[src/design/dsfe_pkg.sv]
// ----------------------------------------------------------------------------
// dsfe_pkg: shared types and constants of the dshot frame encoder
// Mode and register codes, reset values and frame-building helpers.
// ----------------------------------------------------------------------------
`default_nettype none

package dsfe_pkg;

  // number of throttle inputs on the top level
  localparam int MaxMotors         = 4;
  localparam int MotorCountDefault = 4;

  // field widths
  localparam int ThrW      = 17;   // requested throttle, signed Q2.15
  localparam int LastW     = 18;   // stored throttle, signed
  localparam int TW        = 16;   // clamped throttle 0..32768
  localparam int ValueW    = 11;   // dshot value
  localparam int FrameW    = 16;
  localparam int TickW     = 8;
  localparam int StepW     = 16;
  localparam int CmdW      = 16;
  localparam int CmdKeepW  = 6;    // commands kept are at most 47
  localparam int CfgIdxW   = 3;
  localparam int CfgDataW  = 16;

  // constants of the scaling
  localparam logic [TW-1:0]     OneQ15     = 16'h8000;
  localparam logic [ValueW-1:0] ValueScale = 11'd1999;
  localparam logic [ValueW-1:0] ValueBase  = 11'd48;
  localparam logic [CmdW-1:0]   CmdMax     = 16'd47;

  // register reset values
  localparam logic [StepW-1:0] MaxStepReset    = 16'd3277;
  localparam logic [TickW-1:0] OneHighReset    = 8'd100;
  localparam logic [TickW-1:0] OneLowReset     = 8'd33;
  localparam logic [TickW-1:0] ZeroHighReset   = 8'd50;
  localparam logic [TickW-1:0] ZeroLowReset    = 8'd83;

  typedef enum logic [1:0] {
    ModeThrottle = 2'd0,
    ModeCommand  = 2'd1,
    ModeStop     = 2'd2
  } mode_e;

  typedef enum logic [CfgIdxW-1:0] {
    CfgMaxStep  = 3'd0,
    CfgOneHigh  = 3'd1,
    CfgOneLow   = 3'd2,
    CfgZeroHigh = 3'd3,
    CfgZeroLow  = 3'd4
  } cfg_idx_e;

  // pulse timing handed to the serialiser
  typedef struct packed {
    logic [TickW-1:0] one_high;
    logic [TickW-1:0] one_low;
    logic [TickW-1:0] zero_high;
    logic [TickW-1:0] zero_low;
  } tick_cfg_t;

  // 48 + floor(t * 1999 / 32768), t in 0..32768
  function automatic logic [ValueW-1:0] scale_throttle(input logic [TW-1:0] t);
    logic [TW+ValueW-1:0] prod;
    prod = {{ValueW{1'b0}}, t} * {{TW{1'b0}}, ValueScale};
    return ValueBase + prod[TW+ValueW-2 -: ValueW];
  endfunction

  // value, zero telemetry bit and xor checksum of the three nibbles
  function automatic logic [FrameW-1:0] make_frame(input logic [ValueW-1:0] value);
    logic [11:0] word;
    logic [3:0]  csum;
    word = {value, 1'b0};
    csum = word[11:8] ^ word[7:4] ^ word[3:0];
    return {word, csum};
  endfunction

endpackage

`default_nettype wire

[src/design/dsfe_serializer.sv]
// ----------------------------------------------------------------------------
// dsfe_serializer: bit pulse generator
// Takes one set of motor frames and sends every frame MSB first, one bit pulse
// per cycle unless stalled, with high and low tick counts chosen by the bit value.
// ----------------------------------------------------------------------------
`default_nettype none

module dsfe_serializer #(
  parameter int MOTORS = dsfe_pkg::MotorCountDefault
) (
  input  wire                             clk_i,
  input  wire                             rst_ni,
  input  wire dsfe_pkg::tick_cfg_t        ticks_i,
  input  wire                             ld_valid_i,
  input  wire [dsfe_pkg::FrameW-1:0]      ld_frames_i [MOTORS],
  output logic                            ld_ready_o,
  output logic                            out_valid_o,
  input  wire                             out_stall_i,
  output logic [1:0]                      motor_o,
  output logic [dsfe_pkg::FrameW-1:0]     frame_o,
  output logic [3:0]                      bit_index_o,
  output logic                            bit_value_o,
  output logic [dsfe_pkg::TickW-1:0]      high_ticks_o,
  output logic [dsfe_pkg::TickW-1:0]      low_ticks_o,
  output logic                            last_o
);

  localparam int MotW = (MOTORS > 1) ? $clog2(MOTORS) : 1;
  localparam logic [MotW-1:0] MotLast = MotW'(MOTORS - 1);

  logic                        busy_q;
  logic [MotW-1:0]             mot_cnt_q;
  logic [3:0]                  bit_cnt_q;
  logic [dsfe_pkg::FrameW-1:0] frames_q [MOTORS];

  logic advance;
  logic last_pulse;
  logic load;

  // current frame always sits in slot zero
  assign last_pulse  = (mot_cnt_q == MotLast) && (bit_cnt_q == 4'hF);
  assign advance     = busy_q && !out_stall_i;
  assign ld_ready_o  = !busy_q || (advance && last_pulse);
  assign load        = ld_valid_i && ld_ready_o;

  // pulse counters and frame shift
  always_ff @(posedge clk_i or negedge rst_ni) begin
    if (!rst_ni) begin
      busy_q    <= 1'b0;
      mot_cnt_q <= '0;
      bit_cnt_q <= '0;
    end else if (load) begin
      busy_q    <= 1'b1;
      mot_cnt_q <= '0;
      bit_cnt_q <= '0;
    end else if (advance) begin
      if (last_pulse) begin
        busy_q <= 1'b0;
      end
      bit_cnt_q <= bit_cnt_q + 4'd1;
      if (bit_cnt_q == 4'hF) begin
        mot_cnt_q <= mot_cnt_q + MotW'(1);
      end
    end
  end

  // frame store, no reset needed
  always_ff @(posedge clk_i) begin
    if (load) begin
      frames_q <= ld_frames_i;
    end else if (advance && bit_cnt_q == 4'hF) begin
      for (int i = 0; i < MOTORS - 1; i++) begin
        frames_q[i] <= frames_q[i+1];
      end
    end
  end

  // pulse fields
  assign out_valid_o  = busy_q;
  assign motor_o      = 2'(mot_cnt_q);
  assign frame_o      = frames_q[0];
  assign bit_index_o  = bit_cnt_q;
  assign bit_value_o  = frames_q[0][~bit_cnt_q];
  assign high_ticks_o = bit_value_o ? ticks_i.one_high : ticks_i.zero_high;
  assign low_ticks_o  = bit_value_o ? ticks_i.one_low : ticks_i.zero_low;
  assign last_o       = last_pulse;

endmodule

`default_nettype wire

[src/design/dshot_throttle_frame_encoder_unit.sv]
// ----------------------------------------------------------------------------
// dshot_throttle_frame_encoder_unit: dshot frame encoder for up to four motors
// Slew-limits and scales throttles, builds checksummed frames and emits them
// as bit pulses with tick counts.
// ----------------------------------------------------------------------------
// Usage
//   Input channel (in_valid_i / in_stall_o): one transaction carries a mode,
//   four throttles and a command. Throttle mode slew-limits each motor and
//   updates its stored throttle on acceptance; command mode sends the command
//   (codes above 47 are dropped with no output); stop sends value 0.
//   Output channel (out_valid_o / out_stall_i): one transaction per bit pulse,
//   16 per motor, motor 0 first, MSB first; last_o marks the final pulse.
//   Config channel (cfg_valid_i / cfg_ready_o): always ready, write only while
//   the block is idle.
//   The first pulse of an input transaction comes out once the input stage,
//   the pending frame buffer and then the serialiser have taken it.
//   The item rate is set by the serialiser sending one pulse per cycle while the
//   output is not stalled. An input stage and a pending frame buffer hold two
//   further items, so input is taken while pulses go out.
//   A stalled output holds its pulse; the input stalls once both stages fill.
//   Reset clears all buffers, zeroes the stored throttles and loads the
//   default register values.
// ----------------------------------------------------------------------------
`default_nettype none

module dshot_throttle_frame_encoder_unit #(
  parameter int MOTOR_COUNT = dsfe_pkg::MotorCountDefault
) (
  input  wire                               clk_i,
  input  wire                               rst_ni,
  // config write
  input  wire                               cfg_valid_i,
  output logic                              cfg_ready_o,
  input  wire [dsfe_pkg::CfgIdxW-1:0]       cfg_index_i,
  input  wire [dsfe_pkg::CfgDataW-1:0]      cfg_data_i,
  // input items
  input  wire                               in_valid_i,
  output logic                              in_stall_o,
  input  wire [1:0]                         mode_i,
  input  wire signed [dsfe_pkg::ThrW-1:0]   throttle_a_i,
  input  wire signed [dsfe_pkg::ThrW-1:0]   throttle_b_i,
  input  wire signed [dsfe_pkg::ThrW-1:0]   throttle_c_i,
  input  wire signed [dsfe_pkg::ThrW-1:0]   throttle_d_i,
  input  wire [dsfe_pkg::CmdW-1:0]          command_i,
  // bit pulses
  output logic                              out_valid_o,
  input  wire                               out_stall_i,
  output logic [1:0]                        motor_o,
  output logic [dsfe_pkg::FrameW-1:0]       frame_o,
  output logic [3:0]                        bit_index_o,
  output logic                              bit_value_o,
  output logic [dsfe_pkg::TickW-1:0]        high_ticks_o,
  output logic [dsfe_pkg::TickW-1:0]        low_ticks_o,
  output logic                              last_o
);

  localparam int MotorsUsed = (MOTOR_COUNT > dsfe_pkg::MaxMotors) ?
                              dsfe_pkg::MaxMotors : MOTOR_COUNT;
  localparam int DiffW = dsfe_pkg::LastW + 1;

  // configuration registers
  logic [dsfe_pkg::StepW-1:0] max_step_q;
  dsfe_pkg::tick_cfg_t        ticks_q;

  assign cfg_ready_o = 1'b1;

  always_ff @(posedge clk_i or negedge rst_ni) begin
    if (!rst_ni) begin
      max_step_q        <= dsfe_pkg::MaxStepReset;
      ticks_q.one_high  <= dsfe_pkg::OneHighReset;
      ticks_q.one_low   <= dsfe_pkg::OneLowReset;
      ticks_q.zero_high <= dsfe_pkg::ZeroHighReset;
      ticks_q.zero_low  <= dsfe_pkg::ZeroLowReset;
    end else if (cfg_valid_i && cfg_ready_o) begin
      case (cfg_index_i)
        dsfe_pkg::CfgMaxStep:  max_step_q        <= cfg_data_i;
        dsfe_pkg::CfgOneHigh:  ticks_q.one_high  <= cfg_data_i[dsfe_pkg::TickW-1:0];
        dsfe_pkg::CfgOneLow:   ticks_q.one_low   <= cfg_data_i[dsfe_pkg::TickW-1:0];
        dsfe_pkg::CfgZeroHigh: ticks_q.zero_high <= cfg_data_i[dsfe_pkg::TickW-1:0];
        dsfe_pkg::CfgZeroLow:  ticks_q.zero_low  <= cfg_data_i[dsfe_pkg::TickW-1:0];
        default: ;
      endcase
    end
  end

  // handshake across the stages
  logic                         s1_valid_q;
  logic                         s1_thr_q;
  logic [dsfe_pkg::CmdKeepW-1:0] s1_cmd_q;
  logic [dsfe_pkg::TW-1:0]      s1_t_q [MotorsUsed];
  logic                         pend_valid_q;
  logic [dsfe_pkg::FrameW-1:0]  pend_frames_q [MotorsUsed];
  logic                         ser_ready;
  logic                         pend_take;
  logic                         s1_move;
  logic                         in_acc;

  assign pend_take  = pend_valid_q && ser_ready;
  assign s1_move    = s1_valid_q && (!pend_valid_q || pend_take);
  assign in_stall_o = s1_valid_q && !s1_move;
  assign in_acc     = in_valid_i && !in_stall_o;

  // slew limit and clamp against the stored throttles
  logic signed [dsfe_pkg::ThrW-1:0]  thr_in [dsfe_pkg::MaxMotors];
  logic signed [dsfe_pkg::LastW-1:0] last_q [MotorsUsed];
  logic signed [dsfe_pkg::LastW-1:0] limited [MotorsUsed];
  logic [dsfe_pkg::TW-1:0]           t_clamp [MotorsUsed];
  logic                              emit;
  logic                              cmd_ok;

  assign thr_in[0] = throttle_a_i;
  assign thr_in[1] = throttle_b_i;
  assign thr_in[2] = throttle_c_i;
  assign thr_in[3] = throttle_d_i;

  always_comb begin
    logic signed [DiffW-1:0] req;
    logic signed [DiffW-1:0] last;
    logic signed [DiffW-1:0] step;
    logic signed [DiffW-1:0] change;
    logic signed [DiffW-1:0] lim;
    step = DiffW'(signed'({1'b0, max_step_q}));
    for (int i = 0; i < MotorsUsed; i++) begin
      req    = DiffW'(thr_in[i]);
      last   = DiffW'(last_q[i]);
      change = req - last;
      if (change > step) begin
        lim = last + step;
      end else if (change < -step) begin
        lim = last - step;
      end else begin
        lim = req;
      end
      limited[i] = lim[dsfe_pkg::LastW-1:0];
      if (lim < 0) begin
        t_clamp[i] = '0;
      end else if (lim > DiffW'(signed'({1'b0, dsfe_pkg::OneQ15}))) begin
        t_clamp[i] = dsfe_pkg::OneQ15;
      end else begin
        t_clamp[i] = lim[dsfe_pkg::TW-1:0];
      end
    end
  end

  // decide whether the item produces pulses
  assign cmd_ok = command_i <= dsfe_pkg::CmdMax;

  always_comb begin
    case (mode_i)
      dsfe_pkg::ModeThrottle: emit = 1'b1;
      dsfe_pkg::ModeCommand:  emit = cmd_ok;
      dsfe_pkg::ModeStop:     emit = 1'b1;
      default:                emit = 1'b0;
    endcase
  end

  // stored throttles
  always_ff @(posedge clk_i or negedge rst_ni) begin
    if (!rst_ni) begin
      for (int i = 0; i < MotorsUsed; i++) begin
        last_q[i] <= '0;
      end
    end else if (in_acc && mode_i == dsfe_pkg::ModeThrottle) begin
      last_q <= limited;
    end
  end

  // input stage
  always_ff @(posedge clk_i or negedge rst_ni) begin
    if (!rst_ni) begin
      s1_valid_q <= 1'b0;
    end else if (in_acc) begin
      s1_valid_q <= emit;
    end else if (s1_move) begin
      s1_valid_q <= 1'b0;
    end
  end

  always_ff @(posedge clk_i) begin
    if (in_acc) begin
      s1_thr_q <= (mode_i == dsfe_pkg::ModeThrottle);
      s1_cmd_q <= (mode_i == dsfe_pkg::ModeCommand) ?
                  command_i[dsfe_pkg::CmdKeepW-1:0] : '0;
      s1_t_q   <= t_clamp;
    end
  end

  // scale and build frames into the pending buffer
  logic [dsfe_pkg::FrameW-1:0] frames_d [MotorsUsed];

  always_comb begin
    logic [dsfe_pkg::ValueW-1:0] value;
    for (int i = 0; i < MotorsUsed; i++) begin
      value = s1_thr_q ? dsfe_pkg::scale_throttle(s1_t_q[i]) :
                         dsfe_pkg::ValueW'(s1_cmd_q);
      frames_d[i] = dsfe_pkg::make_frame(value);
    end
  end

  always_ff @(posedge clk_i or negedge rst_ni) begin
    if (!rst_ni) begin
      pend_valid_q <= 1'b0;
    end else if (s1_move) begin
      pend_valid_q <= 1'b1;
    end else if (pend_take) begin
      pend_valid_q <= 1'b0;
    end
  end

  always_ff @(posedge clk_i) begin
    if (s1_move) begin
      pend_frames_q <= frames_d;
    end
  end

  // pulse output
  dsfe_serializer #(
    .MOTORS (MotorsUsed)
  ) u_serializer (
    .clk_i        (clk_i),
    .rst_ni       (rst_ni),
    .ticks_i      (ticks_q),
    .ld_valid_i   (pend_valid_q),
    .ld_frames_i  (pend_frames_q),
    .ld_ready_o   (ser_ready),
    .out_valid_o  (out_valid_o),
    .out_stall_i  (out_stall_i),
    .motor_o      (motor_o),
    .frame_o      (frame_o),
    .bit_index_o  (bit_index_o),
    .bit_value_o  (bit_value_o),
    .high_ticks_o (high_ticks_o),
    .low_ticks_o  (low_ticks_o),
    .last_o       (last_o)
  );

  // checks
  a_last_on_final_bit: assert property (@(posedge clk_i) disable iff (!rst_ni)
    out_valid_o && last_o |-> bit_index_o == 4'hF)
    else $error("last flag away from the final bit of a frame");

  a_frame_checksum: assert property (@(posedge clk_i) disable iff (!rst_ni)
    out_valid_o |-> frame_o[3:0] == (frame_o[15:12] ^ frame_o[11:8] ^ frame_o[7:4]))
    else $error("frame checksum mismatch");

  a_bit_sequence: assert property (@(posedge clk_i) disable iff (!rst_ni)
    out_valid_o && !out_stall_i && !last_o |=>
      out_valid_o && bit_index_o == 4'($past(bit_index_o) + 4'd1))
    else $error("pulse sequence broken inside an item");

  a_tick_select: assert property (@(posedge clk_i) disable iff (!rst_ni)
    out_valid_o |-> high_ticks_o == (bit_value_o ? ticks_q.one_high : ticks_q.zero_high))
    else $error("high tick count does not follow the bit value");

endmodule

`default_nettype wire

[config.mk]
export PLATFORM = sky130hd
export DESIGN_NAME = dshot_throttle_frame_encoder_unit
export DESIGN_NICKNAME = d
export VERILOG_FILES = /design/src/design/dsfe_pkg.sv /design/src/design/dsfe_serializer.sv /design/src/design/dshot_throttle_frame_encoder_unit.sv
export SDC_FILE = /design/constraint.sdc
export NUM_CORES = 2
export LEC_CHECK = 0
export BUFFER_PORTS_ARGS = -buffer_cell sky130_fd_sc_hd__buf_2
export CORE_ASPECT_RATIO = 1.5
export CORE_UTILIZATION = 45
export DETAILED_ROUTE_END_ITERATION = 16
export PLACE_DENSITY = 0.61
export SLEW_MARGIN = 20
export SYNTH_ARGS = -nofsm -noshare
export SYNTH_HDL_FRONTEND = slang
export SYNTH_HIERARCHICAL = 1
export SYNTH_SLANG_ARGS = --single-unit
[constraint.sdc]
create_clock -name clk_i -period 8.85 [get_ports clk_i]
set_clock_uncertainty 0.05 [all_clocks]
set_input_delay 0.4425 -clock clk_i [delete_from_list [all_inputs] [get_ports clk_i]]
set_output_delay 0.4425 -clock clk_i [all_outputs]
set_load 0.005 [all_outputs]
# Word-level counts from Yosys, hierarchy flattened
# Cells that the tools add are included.
# word_totals
register_bits	323
output_inout_bits	43
# classes
add_sub_neg	19
n_mul	4
n_lt_le_gt_ge	18
n_eq_ne	8
mux	35
bitwise	9
reduce_logical	36
# ops
op	n
two-way mux 19 bit	8
multiplier 16 x 11 -> 26 bit, second input constant	4
two-way mux 48 bit	2
adder 18 x 17 -> 19 bit	4
greater-than comparator 19 x 17 -> 1 bit	4
greater-than comparator 19 x 17 -> 1 bit, second input constant	4
< comparator 19 x 1 -> 1 bit, second input constant	4
< comparator 19 bit	4
subtractor 17 x 18 -> 19 bit	4
subtractor 18 x 17 -> 19 bit	4
two-way mux 16 bit	4
adder 6 x 11 -> 11 bit, first input constant	4
two-way mux 11 bit	4
XOR 4 bit	8
negator 16 -> 19 bit	1
less-or-equal comparator 16 x 6 -> 1 bit, second input constant	1
two-way mux 8 bit	2
AND reduction 2 bit	7
nonzero test 2 bit	6
OR reduction 2 bit	5
logical AND 1 bit	9
two-way mux 1 bit	8
two-way mux 4 bit	2
equality test 3 x 2 -> 1 bit, second input constant	2
other kinds (16)	24

# Logic depth before layout (Yosys ltp)
# depth
depth_word	12
depth_mapped	29

# Hierarchy
# Netlist, hierarchy kept.
# modules_own_cells
module	n_inst	cells_each	area_each_um2	seq_area_each_um2
dshot_throttle_frame_encoder_unit	1	4211	38961.1	7010.5
dsfe_serializer	1	260	3743.6	2097.0

# Worst setup path before layout
# No wires, ideal clock.
# synth_path
path_type	register to register
start	reg s1_t_q[54] (netlist bit)
end	reg pend_frames_q[51] (netlist bit) (data pin)
t_arrival_ns	6.825
t_required_ns	8.539
setup_slack_ns	1.713
stages_incl_launch_ff	28
n_path_buf	0
period_less_slack_ns	7.137
path_cell_list	edfxtp_1 inv_1 fa_1 fa_1 fa_1 inv_1 fa_1 inv_1 fa_1 inv_1 ha_1 a211oi_2 nand2_1 or3_1 a311oi_2 o31ai_2 a211o_1 nand2_1 ha_1 inv_1 and4_1 nand3_1 nand3b_1 mux2_2 a311o_1 nor3_1 mux2i_1 xnor2_1
# synth_rtl
item	line_no	source
start: declaration	dshot_throttle_frame_encoder_unit.sv:90	logic [dsfe_pkg::TW-1:0] s1_t_q [MotorsUsed];
start signal: assignment	dshot_throttle_frame_encoder_unit.sv:184	s1_t_q <= t_clamp;
end signal: assignment	dshot_throttle_frame_encoder_unit.sv:212	pend_frames_q <= frames_d;
end: declaration	dshot_throttle_frame_encoder_unit.sv:92	logic [dsfe_pkg::FrameW-1:0] pend_frames_q [MotorsUsed];

==> impl_metrics.py <==
metrics = {
    "outcome": {
        "status": "complete, no violations",
    },
    "yosys": {
        "ys_seq_elements": 324,
        "ys_warn_count": 6,
        "yosys.area.top_type": "fa_1",
        "ys.flop_type": "edfxtp_1",
        "synth.avg_cell_area_sq_um": 9.55,
        "async_reset_ff_share_pct": 39.8,
        "synth.area.top_cells": "fa_1 (18%), ha_1 (18%), edfxtp_1 (14%), dfrtp_1 (6.4%), inv_1 (6.2%)",
        "seq_area_frac_synth_pct": 21.3,
        "postSynthCellCount": 4471,
        "synth_cell_type_count": 103,
        "synth-edff-count": 195,
        "synth.cell_area_sq_mm": 0.0427,
        "yosys.area.top_type_share_pct": 17.8,
        "yosysMostFrequentCell": "inv_1",
        "synth_top_cells_by_count": "inv_1 (700), ha_1 (607), fa_1 (380)",
    },
    "power_and_ir_drop": {
        "finalPower_mw": 15.9,
        "powerDensity_mw_per_mm2": 346,
        "vdd_ir_drop_max_v": 0.000255,
        "leakage_nw": 21.6,
    },
    "sta": {
        "worst_slew_pin_slew_ps": 1060,
        "setup_violations": 0,
        "fmax_mhz": 130,
        "finalSetupTns_ps": 0,
        "finalHoldViolCount": 0,
        "rsz0062_at_grt": "no",
        "worst_hold_slack_ps": 24.5,
        "min_period_ps": 7670,
        "drv_slew": 0,
        "relSlewSlack_pct": 28.6,
        "period_share_pct": 86.7,
    },
    "routing": {
        "firstDrtPassIters": 6,
        "via_per_inst": 5.69,
        "vias": 33500,
        "drtAntennaViolNets": 0,
        "wire_per_inst_um": 21.5,
        "post-route-drc-count": 0,
        "drt-initial-drc-count": 2036,
        "drt_wl_total_um": 127000,
    },
    "die": {
        "io_pins": 153,
        "fp.dieW_um": 254,
        "initial_utilization_pct": 45.4,
        "rows": 138,
        "dieArea_sq_mm": 0.0962,
        "fp.coreArea_sq_mm": 0.0941,
        "die_y_um": 379,
    },
    "worst_setup_path": {
        "crit_path_end_kind": "register",
        "crit_slowest_cell": "fa_1",
        "path_buf_inv": 5,
        "startpoint_type": "register",
        "max_stage_delay_ps": 540,
        "worst-path-max-fanout": 6,
        "path_class": "register to register",
        "cp.arrival_ps": 7910,
        "crit_required_ps": 9080,
        "crit_family": "adder cells",
    },
    "placement": {
        "port_buffers": 151,
        "gp_congestion": 0.937,
        "hpwl_um": 102000,
    },
    "global_route": {
        "grt.total_usage_pct": 26.6,
        "grt_pass1_wl_um": 195000,
        "grt_use_met2_pct": 46.7,
        "met3_usage_pct": 2.96,
        "antenna_found_initial": 12,
        "grt_overflow": 0,
        "grt_max_degree": 90,
        "grt_pass1_vias": 34600,
        "grt-busiest-layer": "met2",
        "use_met1_pct": 31.2,
    },
    "layout": {
        "multi_input_area_sq_mm": 0.0304,
        "drive_gt1_share_pct": 10.2,
        "fill_cells": 8956,
        "seq_area_sq_mm": 0.00911,
        "syn2layout_area_growth_pct": 7.95,
        "fin_nets": 5685,
    },
    "min_path": {
        "min_path_type": "primary input to register",
    },
    "clocking": {
        "clock_latency_ps": 590,
        "clockBufferDepth": 3,
        "cts_resized": 0,
        "clk_pin_slew_worst_paths_ps": 60,
        "clockRootBuffer": "clkbuf_16",
        "cts-buffers-inserted": 39,
        "cts_num_sinks": 324,
        "cts_tree": "yes",
        "cts_max_level": 2,
    },
    "flow_run": {
        "cap_violations": 0,
    },
}
-- layout by cell type, fill, tap and decap left out, types with 19 or more instances in the layout --
cell and instances:
fa_1 380, and2_1 28, a21o_1 104, inv_1 700, a211oi_1 31, buf_4 51
o21ai_0 212, nor2_1 255, o31ai_1 21, nand3_1 52, a22oi_1 27, or3_1 32
ha_1 607, a21oi_1 243, clkbuf_16 39, nor2b_1 42, nor4_1 19, o221ai_1 25
nand2_1 216, o21a_1 60, nand4_1 53, buf_2 150, a31oi_1 24, or2_2 22
xnor2_1 126, mux2_2 99, nand2b_1 31, edfxtp_1 195, and3_1 36, mux2i_1 35
dfrtp_1 110, o21bai_1 30, o211ai_1 51, xor2_1 59, nor3_1 77, dfstp_2 19
a221o_1 26
-- metrics by stage --
step / setup WS [ps] / std cells / utilization (%) / cell area (sq um)
final: 1180 / 5884 / 49.0 / 46100
after global routing: 793 / 5877 / 49.0 / 46100
after detailed placement: 1200 / 5805 / 47.7 / 44900
after CTS: 1130 / 5876 / 49.0 / 46100
after floorplan: 1710 / 4474 / - / 42700
after global placement: 1280 / 5805 / 47.7 / 44900
-- power breakdown --
part	switching [mW]	leakage [nW]	internal, mW
logic	7.33	17.6	4.61
registers	0.387	3.32	2.04
clock network	0.688	0.587	0.887
-- timing repair --
item                      4_1_cts  5_1_grt
hold buffers                    2        0
hold endpoints to repair       64        0
setup buffers                   0        0
-- final cells by class --
class	count	share of cell area (%)
Multi-Input combinational cell	3316	65.9
Sequential cell	324	19.8
Inverter	703	5.74
Tap cell	1260	3.42
Timing Repair Buffer	204	2.53
Clock buffer	50	2.23
Clock inverter	19	0.383
Antenna cell	8	0.0434
-- worst min-delay path, stage by stage --
cell     delay (ps)
buf_2            80
nand2_1          40
o21ai_0          60
-- per-layer routing --
| layer | part of all wire (%) | vias up | wire length (um) |
|---|---|---|---|
| met5 | 0.038 | - | 48 |
| met4 | 6.4 | 6 | 8090 |
| met3 | 5.1 | 356 | 6520 |
| met2 | 49 | 974 | 62300 |
| met1 | 39 | 16300 | 49800 |
| li1 | - | 15900 | - |
-- logic make-up after synthesis --
logic type	synth area share (%)
compound gates	17.0
other cells	0.0176
fa+ha+maj	35.6
buf+inv	7.64
xor+xnor	3.90
simple gates	10.9
mux	3.59
flops	21.3
-- worst paths after layout --
kind	startpoint	end	slack [ps]	cells past startpoint
worst min-delay path	cfg_data_i[10]	max_step_q[10]	20	3
worst max register to register	s1_t_q[53]	pend_frames_q[51]	1180	27
max in group asynchronous	rst_ni	last_q[14]	6970	3
worst min register to register	pend_frames_q[11]	u_serializer/frames_q[11]	370	0
worst max-delay path	s1_t_q[53]	pend_frames_q[51]	1180	27
min in group asynchronous	rst_ni	s1_valid_q	620	2
-- registers in the layout, summed over array words and instances, names as in the netlist --
signal                    count
s1_t_q                       64
last_q                       72
ticks_q                      32
pend_frames_q                60
u_serializer/frames_q        48
pend_valid_q                  1
s1_cmd_q                      6
s1_thr_q                      1
max_step_q                   16
s1_valid_q                    1
u_serializer/out_valid_o      1
u_serializer/motor_o          2
u_serializer/frame_o         16
u_serializer/bit_index_o      4
(Power assumes the default switching activity.)
